## src/hdl/amso_pkg.sv

```systemverilog
// Package for the amplitude-modulated sine oscillator: widths, register codes and sine table.
package amso_pkg;

    localparam int PhaseBits     = 32;
    localparam int TableAddrBits = 10;
    localparam int SampleBits    = 16;
    localparam int StepBits      = 32;

    localparam int QtrBits  = TableAddrBits - 2;
    localparam int QtrLen   = 1 << QtrBits;
    localparam int MagBits  = SampleBits - 1;
    localparam int ProdBits = MagBits + SampleBits + 1;

    localparam longint unsigned HalfPiQ30 = 64'd1686629713;
    localparam longint unsigned Amp       = (64'd1 << (SampleBits - 1)) - 64'd1;

    // Taylor divisors (2n)(2n+1) for n = 1..8
    localparam longint unsigned TaylorDiv [1:8] = '{
        64'd6, 64'd20, 64'd42, 64'd72, 64'd110, 64'd156, 64'd210, 64'd272
    };

    typedef enum logic [0:0] {
        CFG_CARRIER_STEP   = 1'b0,
        CFG_MODULATOR_STEP = 1'b1
    } t_cfg_index;

    typedef logic [MagBits-1:0] t_qrom [0:QtrLen-1];

    typedef struct packed {
        logic               neg;
        logic [MagBits-1:0] mag;
    } t_sine;

    // sin(x) for x in [0, pi/2], Q30, alternating series
    function automatic longint unsigned sine_q30(input longint unsigned x);
        longint unsigned term;
        longint unsigned plus;
        longint unsigned minus;
        term  = x;
        plus  = x;
        minus = 64'd0;
        for (int n = 1; n <= 8; n++) begin
            term = (term * x) >> 30;
            term = (term * x) >> 30;
            term = term / TaylorDiv[n];
            if ((n % 2) == 1) begin
                minus = minus + term;
            end else begin
                plus = plus + term;
            end
        end
        return (plus > minus) ? (plus - minus) : 64'd0;
    endfunction

    function automatic longint unsigned quarter_value(input longint unsigned r);
        longint unsigned x;
        longint unsigned s;
        x = (r * HalfPiQ30 + longint'(QtrLen / 2)) / QtrLen;
        s = sine_q30(x);
        return (s * Amp + (64'd1 << 29)) >> 30;
    endfunction

    function automatic t_qrom build_quarter();
        t_qrom rom;
        for (int k = 0; k < QtrLen; k++) begin
            rom[k] = MagBits'(quarter_value(longint'(k)));
        end
        return rom;
    endfunction

    localparam t_qrom QuarterRom = build_quarter();
    localparam logic [MagBits-1:0] QuarterPeak = MagBits'(quarter_value(longint'(QtrLen)));

    // Full-wave lookup from the quarter table: mirror odd quadrants, negate the lower half
    function automatic t_sine sine_lookup(input logic [TableAddrBits-1:0] addr);
        logic [1:0]         quad;
        logic [QtrBits-1:0] r;
        t_sine              res;
        quad    = addr[TableAddrBits-1 -: 2];
        r       = addr[QtrBits-1:0];
        res.neg = quad[1];
        if (quad[0] && (r == '0)) begin
            res.mag = QuarterPeak;
        end else if (quad[0]) begin
            res.mag = QuarterRom[QtrBits'(~r + 1'b1)];
        end else begin
            res.mag = QuarterRom[r];
        end
        return res;
    endfunction

endpackage

```

## src/hdl/am_sine_oscillator.sv

```systemverilog
// Amplitude-modulated sine generator: two phase accumulators, sine lookup and AM product.
// A request is registered in the lookup stage, then in the output (multiply) stage.
// Throughput: one request per cycle while the output is not stalled.
// A stalled output holds both stages, and a new request is taken once a stage frees.
// Reset (synchronous, active low) clears both phases, both steps and all valid flags.
module am_sine_oscillator (
    input  logic                               i_clk,
    input  logic                               i_rst_n,
    input  logic                               i_cfg_valid,
    output logic                               o_cfg_ready,
    input  logic [0:0]                         i_cfg_index,
    input  logic [amso_pkg::StepBits-1:0]      i_cfg_data,
    input  logic                               i_in_valid,
    output logic                               o_in_ready,
    input  logic                               i_end_of_buffer,
    output logic                               o_out_valid,
    input  logic                               i_out_ready,
    output logic signed [amso_pkg::SampleBits-1:0] o_audio_sample,
    output logic [amso_pkg::SampleBits-1:0]    o_modulator_level,
    output logic                               o_last_of_buffer
);
    import amso_pkg::*;

    localparam logic [SampleBits:0] LevelBias = (SampleBits + 1)'(1) << (SampleBits - 1);
    localparam logic [ProdBits-1:0] RoundBias = ProdBits'(1) << (SampleBits - 1);

    logic [StepBits-1:0]   r_car_step;
    logic [StepBits-1:0]   r_mod_step;
    logic [PhaseBits-1:0]  r_car_phase;
    logic [PhaseBits-1:0]  r_mod_phase;

    logic                  r_lk_valid;
    logic                  r_lk_neg;
    logic [MagBits-1:0]    r_lk_mag;
    logic [SampleBits-1:0] r_lk_level;
    logic                  r_lk_eob;

    logic                  r_out_valid;
    logic [SampleBits-1:0] r_out_sample;
    logic [SampleBits-1:0] r_out_level;
    logic                  r_out_eob;

    logic                  in_fire;
    logic                  lk_ready;
    logic                  out_ready;
    t_sine                 car_sine;
    t_sine                 mod_sine;
    logic [SampleBits:0]   level_sum;
    logic [ProdBits-1:0]   prod;
    logic [MagBits-1:0]    prod_mag;
    logic [SampleBits-1:0] n_sample;

    assign o_cfg_ready = 1'b1;

    assign out_ready  = !r_out_valid || i_out_ready;
    assign lk_ready   = !r_lk_valid || out_ready;
    assign o_in_ready = lk_ready;
    assign in_fire    = i_in_valid && lk_ready;

    always_comb begin
        car_sine  = sine_lookup(r_car_phase[PhaseBits-1 -: TableAddrBits]);
        mod_sine  = sine_lookup(r_mod_phase[PhaseBits-1 -: TableAddrBits]);
        // map -1..1 to 0..1 by adding half scale
        level_sum = mod_sine.neg ? (LevelBias - (SampleBits + 1)'(mod_sine.mag))
                                 : (LevelBias + (SampleBits + 1)'(mod_sine.mag));
        prod      = ProdBits'(r_lk_mag) * ProdBits'(r_lk_level) + RoundBias;
        prod_mag  = prod[SampleBits +: MagBits];
        n_sample  = r_lk_neg ? (SampleBits'(0) - SampleBits'(prod_mag))
                             : SampleBits'(prod_mag);
    end

    always_ff @(posedge i_clk) begin
        if (!i_rst_n) begin
            r_car_step  <= '0;
            r_mod_step  <= '0;
            r_car_phase <= '0;
            r_mod_phase <= '0;
            r_lk_valid  <= 1'b0;
            r_out_valid <= 1'b0;
        end else begin
            if (i_cfg_valid) begin
                unique case (t_cfg_index'(i_cfg_index))
                    CFG_CARRIER_STEP:   r_car_step <= i_cfg_data;
                    CFG_MODULATOR_STEP: r_mod_step <= i_cfg_data;
                    default: ;
                endcase
            end
            // advance after the lookup so this request sees the old phases
            if (in_fire) begin
                r_car_phase <= r_car_phase + PhaseBits'(r_car_step);
                r_mod_phase <= r_mod_phase + PhaseBits'(r_mod_step);
            end
            if (lk_ready) begin
                r_lk_valid <= i_in_valid;
            end
            if (out_ready) begin
                r_out_valid <= r_lk_valid;
            end
        end
    end

    always_ff @(posedge i_clk) begin
        if (in_fire) begin
            r_lk_neg   <= car_sine.neg;
            r_lk_mag   <= car_sine.mag;
            r_lk_level <= level_sum[SampleBits-1:0];
            r_lk_eob   <= i_end_of_buffer;
        end
        if (out_ready && r_lk_valid) begin
            r_out_sample <= n_sample;
            r_out_level  <= r_lk_level;
            r_out_eob    <= r_lk_eob;
        end
    end

    assign o_out_valid       = r_out_valid;
    assign o_audio_sample    = signed'(r_out_sample);
    assign o_modulator_level = r_out_level;
    assign o_last_of_buffer  = r_out_eob;

    a_phase_advance: assert property (@(posedge i_clk) disable iff (!i_rst_n)
        in_fire && $past(i_rst_n) |=> r_car_phase == $past(r_car_phase + PhaseBits'(r_car_step)))
        else $error("carrier phase did not advance by its step");

    a_level_nonzero: assert property (@(posedge i_clk) disable iff (!i_rst_n)
        o_out_valid |-> o_modulator_level != '0)
        else $error("modulator level left its range");

    a_sample_range: assert property (@(posedge i_clk) disable iff (!i_rst_n)
        o_out_valid |-> r_out_sample != (SampleBits'(1) << (SampleBits - 1)))
        else $error("audio sample reached the most negative code");

    a_stage_held: assert property (@(posedge i_clk) disable iff (!i_rst_n)
        r_lk_valid && !out_ready |=> r_lk_valid && $stable(r_lk_mag))
        else $error("lookup stage lost a request under stall");

endmodule

```

## config.mk

```make
export PLATFORM = sky130hd
export DESIGN_NAME = am_sine_oscillator
export DESIGN_NICKNAME = d
export VERILOG_FILES = /design/src/hdl/amso_pkg.sv /design/src/hdl/am_sine_oscillator.sv
export SDC_FILE = /design/constraint.sdc
export NUM_CORES = 2
export LEC_CHECK = 0
export BUFFER_PORTS_ARGS = -buffer_cell sky130_fd_sc_hd__clkbuf_2
export CAP_MARGIN = 30
export CORE_UTILIZATION = 45
export DETAILED_ROUTE_END_ITERATION = 10
export PLACE_DENSITY_LB_ADDON = 0.3
export SKIP_CTS_REPAIR_TIMING = 1
export SLEW_MARGIN = 20
export SYNTH_ARGS = -nofsm -noshare
export SYNTH_HDL_FRONTEND = slang
export SYNTH_SLANG_ARGS = --single-unit
```

## constraint.sdc

```tcl
create_clock -name i_clk -period 7.8 [get_ports i_clk]
set_input_delay 0.78 -clock i_clk [delete_from_list [all_inputs] [get_ports i_clk]]
set_output_delay 0.78 -clock i_clk [all_outputs]
set_load 0.05 [all_outputs]
```

* After elaboration in Yosys (flattened, before gate mapping)
Memories as Yosys holds them, arrays and structs flattened.
Cells that the tools add are included.
** Word-level totals
- Bits in registers :: 196
- Memory bits (read-only) :: 15360
- Input bits :: 39
- Output and inout bits :: 36
- Word-level logic and storage cells :: 63
- Memories kept :: 4
** Memories
- (no name shown) :: words 256, width 15, read ports 1, clocked after Yosys merged registers in 0, wr ports 0, line amso_pkg.sv:87 : res.mag = QuarterRom[r];
- (no name shown) :: words 256, width 15, read ports 1, clocked after Yosys merged registers in 0, wr ports 0, line amso_pkg.sv:85 : res.mag = QuarterRom[QtrBits'(~r + 1'b1)];
- (no name shown) :: words 256, width 15, read ports 1, clocked after Yosys merged registers in 0, wr ports 0, line amso_pkg.sv:87
- (no name shown) :: words 256, width 15, read ports 1, clocked after Yosys merged registers in 0, wr ports 0, line amso_pkg.sv:85
** Cells by class
- Add/sub/neg operators :: 8
- Multiply operators :: 1
- Order comparisons :: 4
- Multiplexer cells :: 13
- Bitwise logic cells :: 7
- Reductions and logical operators :: 12
** Operators with widths (count)
- $mux W15 :: 12
- $add A32 B32 Y32 :: 2
- $ge A9 B9 Y1 const B :: 4
- $not A8 Y9 :: 4
- $add A31 B16 Y31 const B :: 1
- $mul A15 B16 Y31 :: 1
- $add A16 B15 Y16 const A :: 1
- $add A8 B1 Y8 const B :: 2
- $logic_not A8 Y1 :: 2
- $mux W16 :: 1
- $not A8 Y8 :: 2
- $sub A1 B15 Y16 const A :: 1
- $sub A16 B15 Y16 const A :: 1
- $logic_and A1 B1 Y1 :: 4
- $reduce_and A2 Y1 :: 2
- $logic_not A1 Y1 :: 2
- $logic_or A1 B1 Y1 :: 2
- $not A1 Y1 :: 1

* Logic depth before layout (Yosys ltp)
- Depth after elaboration :: 10
- Depth in mapped cells :: 28
- Depth with buffers taken out :: 27

* Worst setup path after synthesis
OpenSTA, ideal clock, no wires.
- Path type :: flip-flop to flip-flop
- Start :: register r_lk_level[7]
- End :: register r_out_sample[15], in the netlist o_audio_sample[15], data pin
- Library setup time :: 0.259 ns
- Arrival time :: 6.778 ns
- Required time :: 7.541 ns
- Slack :: 0.763 ns
- Cell stages (with the launch flop) :: 26
- Path buffers :: 1
- Period minus slack after synthesis :: 7.037 ns
- Cells stage by stage :: edfxtp_1 clkbuf_1 nand2_1 fa_1 inv_1 fa_1 inv_1 fa_1 inv_1 fa_1 fa_1 inv_1 fa_1 inv_1 ha_1 and3_1 nand3b_1 a211o_1 or4b_4 a41oi_2 a21oi_2 a211o_1 a21o_1 a21oi_2 xnor2_1 o31a_1
** On the way
- Cells in the longest elaborated chain, start to end :: 3
** Ends and longest elaborated chain
- start: declaration :: line am_sine_oscillator.sv:35 : logic [SampleBits-1:0] r_lk_level;
- start signal: assignment :: line am_sine_oscillator.sv:106 : r_lk_level <= level_sum[SampleBits-1:0];
- $mul A15 B16 Y31 :: line am_sine_oscillator.sv:66 : prod = ProdBits'(r_lk_mag) * ProdBits'(r_lk_level) + RoundBias;
- $add A31 B16 Y31 :: line am_sine_oscillator.sv:66
- $sub A1 B15 Y16 :: line am_sine_oscillator.sv:68 : n_sample = r_lk_neg ? (SampleBits'(0) - SampleBits'(prod_mag))
- end signal: assignment :: line am_sine_oscillator.sv:110 : r_out_sample <= n_sample;
- end: declaration :: line am_sine_oscillator.sv:39 : logic [SampleBits-1:0] r_out_sample;
No other way between the ends.
A chain may end at the register's enable or synchronous reset.

* Worst setup path in the final report
- Start :: register r_lk_mag[5]
- End :: register r_out_sample[15], in the netlist o_audio_sample[15], data pin
** On the way
- Cells in the longest elaborated chain, start to end :: 3
** Ends and longest elaborated chain
- start: declaration :: line am_sine_oscillator.sv:34 : logic [MagBits-1:0] r_lk_mag;
- start signal: assignment :: line am_sine_oscillator.sv:105 : r_lk_mag <= car_sine.mag;
- $mul A15 B16 Y31 :: line am_sine_oscillator.sv:66
- $add A31 B16 Y31 :: line am_sine_oscillator.sv:66
- $sub A1 B15 Y16 :: line am_sine_oscillator.sv:68
No other way between the ends.

==> metrics.yaml <==
outcome:
  status: "finished clean"
floorplan:
  fp.dieH_um: 282
  initial_core_util_pct: 45.5
  die_w_um: 282
  core_area_mm2: 0.0775
  die-area_mm2: 0.0795
  num_io_pins: 75
  row_count: 102
power_and_ir_drop:
  vdd_drop_max_uv: 865
  powerDensity_mw_per_mm2: 393
  p_leak_nw: 15.1
clock_tree:
  cts_max_level: 4
  clk_latency_ns: 0.50
  cts_tree: "built"
  clk_path_buf_depth: 2
  cts_root_buf: "clkbuf_16"
  numCtsBuffers: 17
  cts.sinks: 196
  cts.clk_slew.worst_paths_ns: 0.11
timing:
  finalSetupViolCount: 0
  skew_ns: 0.0343
  drv_slew: 0
  fin_setup_tns_ns: 0
  finalHoldViolations: 0
  final.period_utilization_pct: 96.7
  maxSlewHeadroom_pct: 25.5
  fmax_mhz: 133
  min_period_ns: 7.54
  tightest_slew_ns: 1.12
  rsz0062_at_grt: "false"
critical_path:
  cp_top_family: "adder cells"
  worst-setup-path-type: "reg -> reg"
  cp_max_fo: 16
  crit_slowest_cell: "edfxtp_1"
  cp.required_ns: 8.03
  crit_path_cell_trace: "and2_1 > fa_1 > inv_1 > fa_1 > inv_1 > fa_1 > fa_1 > fa_1 > inv_1 > fa_1 > inv_1 > ha_1 > and3_1 > nand3b_1 > a211o_1 > or4b_4 > a41oi_2 > a21oi_2 > a211o_1 > a21o_1 > a21oi_2 > xnor2_1 > o31a_1"
  arrival_ns: 7.77
  setup.worst_path.start_class: "flop"
  crit_top_cell: "fa_1"
  slowest_delay_ns: 0.63
  worst-path-buf-inv: 4
  end_kind: "flop"
synthesis:
  synth_cells: 4967
  netlist_area_mm2: 0.0353
  syn_avg_cell_area_um2: 7.10
  synth_cell_types: 100
  async_reset_ff_share_pct: 0
  syn-num-nets: 5444
  yosys_warnings: 0
  synth_seq_cells: 196
  synth-main-ff-cell: "dfxtp_1"
  synth_edf_count: 66
  yosysSeqAreaShare_pct: 13.0
detailed_routing:
  drtIter0Drc: 6371
  via_per_inst: 6.81
  vias: 39600
  drcViolationCount: 0
  detailedRoute.firstPassIterationCount: 8
  wl_per_cell_um: 26.0
  ant_nets: 0
  drt-total-wl_mm: 152
global_routing:
  grt_max_degree: 101
  antenna_found_initial: 4
  track_usage_pct: 37.2
  grt_pass1_wl_mm: 228
  grt_pass1_vias: 36700
  grt_overflow: 0
job:
  maxCapViolCount: 0
min_path:
  hp-class: "reg -> reg"
finish:
  fin_util_pct: 48.0
  stdcell_count: 5821
  multi_input_area_mm2: 0.0277
  area_growth_pct: 5.45
  fillers: 7901
  regArea_mm2: 0.00462
  fin_area_mm2: 0.0372
  layout-drive-gt1-share_pct: 8.22
  n_antenna_cell: 0
  num-nets-final: 5245
placement:
  placed_area_mm2: 0.0364
  dp_hpwl_mm: 106
  port_buffers: 73
  placedCellCount: 5774
  gp_congestion: 1.06
## per-stage QoR
stage	setup slack (ns)	total power, mW	hold slack [ns]
final	0.257	14.6	0.425
after global routing	0.00469	16.1	0.436
after CTS	0.272	14.5	0.427
after detailed placement	0.302	13.4	0.407
after global placement	0.369	13.2	0.403
after floorplan	0.763	10.8	0.400
## cells in the final DEF, fill, tap and decap left out, types with 25 or more instances in the layout
cell type	n
a311oi_1	67
buf_4	165
and2_1	113
a21oi_1	517
o221ai_1	34
nor2_1	342
fa_1	182
ha_1	253
nor3_1	90
a21o_1	45
edfxtp_1	66
o311ai_0	32
nand2b_1	51
inv_1	280
o21ai_0	371
a221oi_1	62
xor2_1	26
o31ai_1	32
nor2b_1	40
a31oi_1	82
dfxtp_1	116
nand2_1	738
and3_1	25
o21a_1	28
mux4_2	25
xnor2_1	78
nand3_1	102
o211ai_1	101
o22ai_1	46
clkbuf_2	73
a211oi_1	131
## where the power goes
| part | switching (mW) | internal (mW) | total (mW) |
|---|---|---|---|
| Sequential | 0.118 | 1.46 | 1.58 |
| Combinational | 7.27 | 4.74 | 12.0 |
| Clock | 0.575 | 0.467 | 1.04 |
## layer usage
layer  wire (um)  up-vias  part of all wire (%)  GRT usage, %
met5          65        -                 0.043             0
met4        9320        8                   6.1          20.4
met3       19400      645                    13          9.21
met2       62800     2903                    41          54.3
met1       59900    18500                    40          49.9
li1            -    17500                     -             -
## final timing paths
| kind | start | to | slack (ns) | cells past startpoint |
|---|---|---|---|---|
| max | r_lk_mag[5] | o_audio_sample[15] | 0.26 | 23 |
| max reg2reg | r_lk_mag[5] | o_audio_sample[15] | 0.26 | 23 |
| min reg2reg | r_lk_eob | o_last_of_buffer | 0.42 | 0 |
| min | r_lk_eob | o_last_of_buffer | 0.42 | 0 |
## kinds of logic after synthesis
group                      synth area share [%]
DFF                                        13.0
adders and majority gates                  19.5
buffers and inverters                      8.77
other                                    0.0106
xor gates and xnor gates                   3.03
AOI/OAI and AO/OA                          32.1
and+or+nand+nor                            21.0
muxes                                      2.60
## layout make-up
| type | count | area share [%] |
|---|---|---|
| clock buffers | 17 | 1.14 |
| repair buffers | 248 | 4.72 |
| flip-flops and latches | 196 | 12.4 |
| multi-input cells | 4009 | 74.6 |
| inverters | 296 | 3.00 |
| clock inverters | 15 | 0.659 |
| well taps | 1040 | 3.50 |
## cells in the mapped netlist (102+ instances only)
library cell / count / area [um^2]
a211oi_1: 131 / 983
a21oi_1: 517 / 2590
and2_1: 113 / 707
clkbuf_1: 278 / 1040
dfxtp_1: 130 / 2600
fa_1: 182 / 3640
ha_1: 256 / 3200
inv_1: 281 / 1050
nand2_1: 740 / 2780
nand3_1: 102 / 510
nor2_1: 342 / 1280
o21ai_0: 371 / 1860
## registers in the layout, indices dropped and copies added (netlist names)
register / count
o_out_valid: 1
r_mod_step: 32
r_mod_phase: 32
r_car_step: 32
r_lk_valid: 1
r_lk_neg: 1
r_car_phase: 32
r_lk_level: 16
o_last_of_buffer: 1
o_modulator_level: 16
o_audio_sample: 16
r_lk_mag: 15
r_lk_eob: 1
Note: power is estimated with default switching activity, not from simulation.
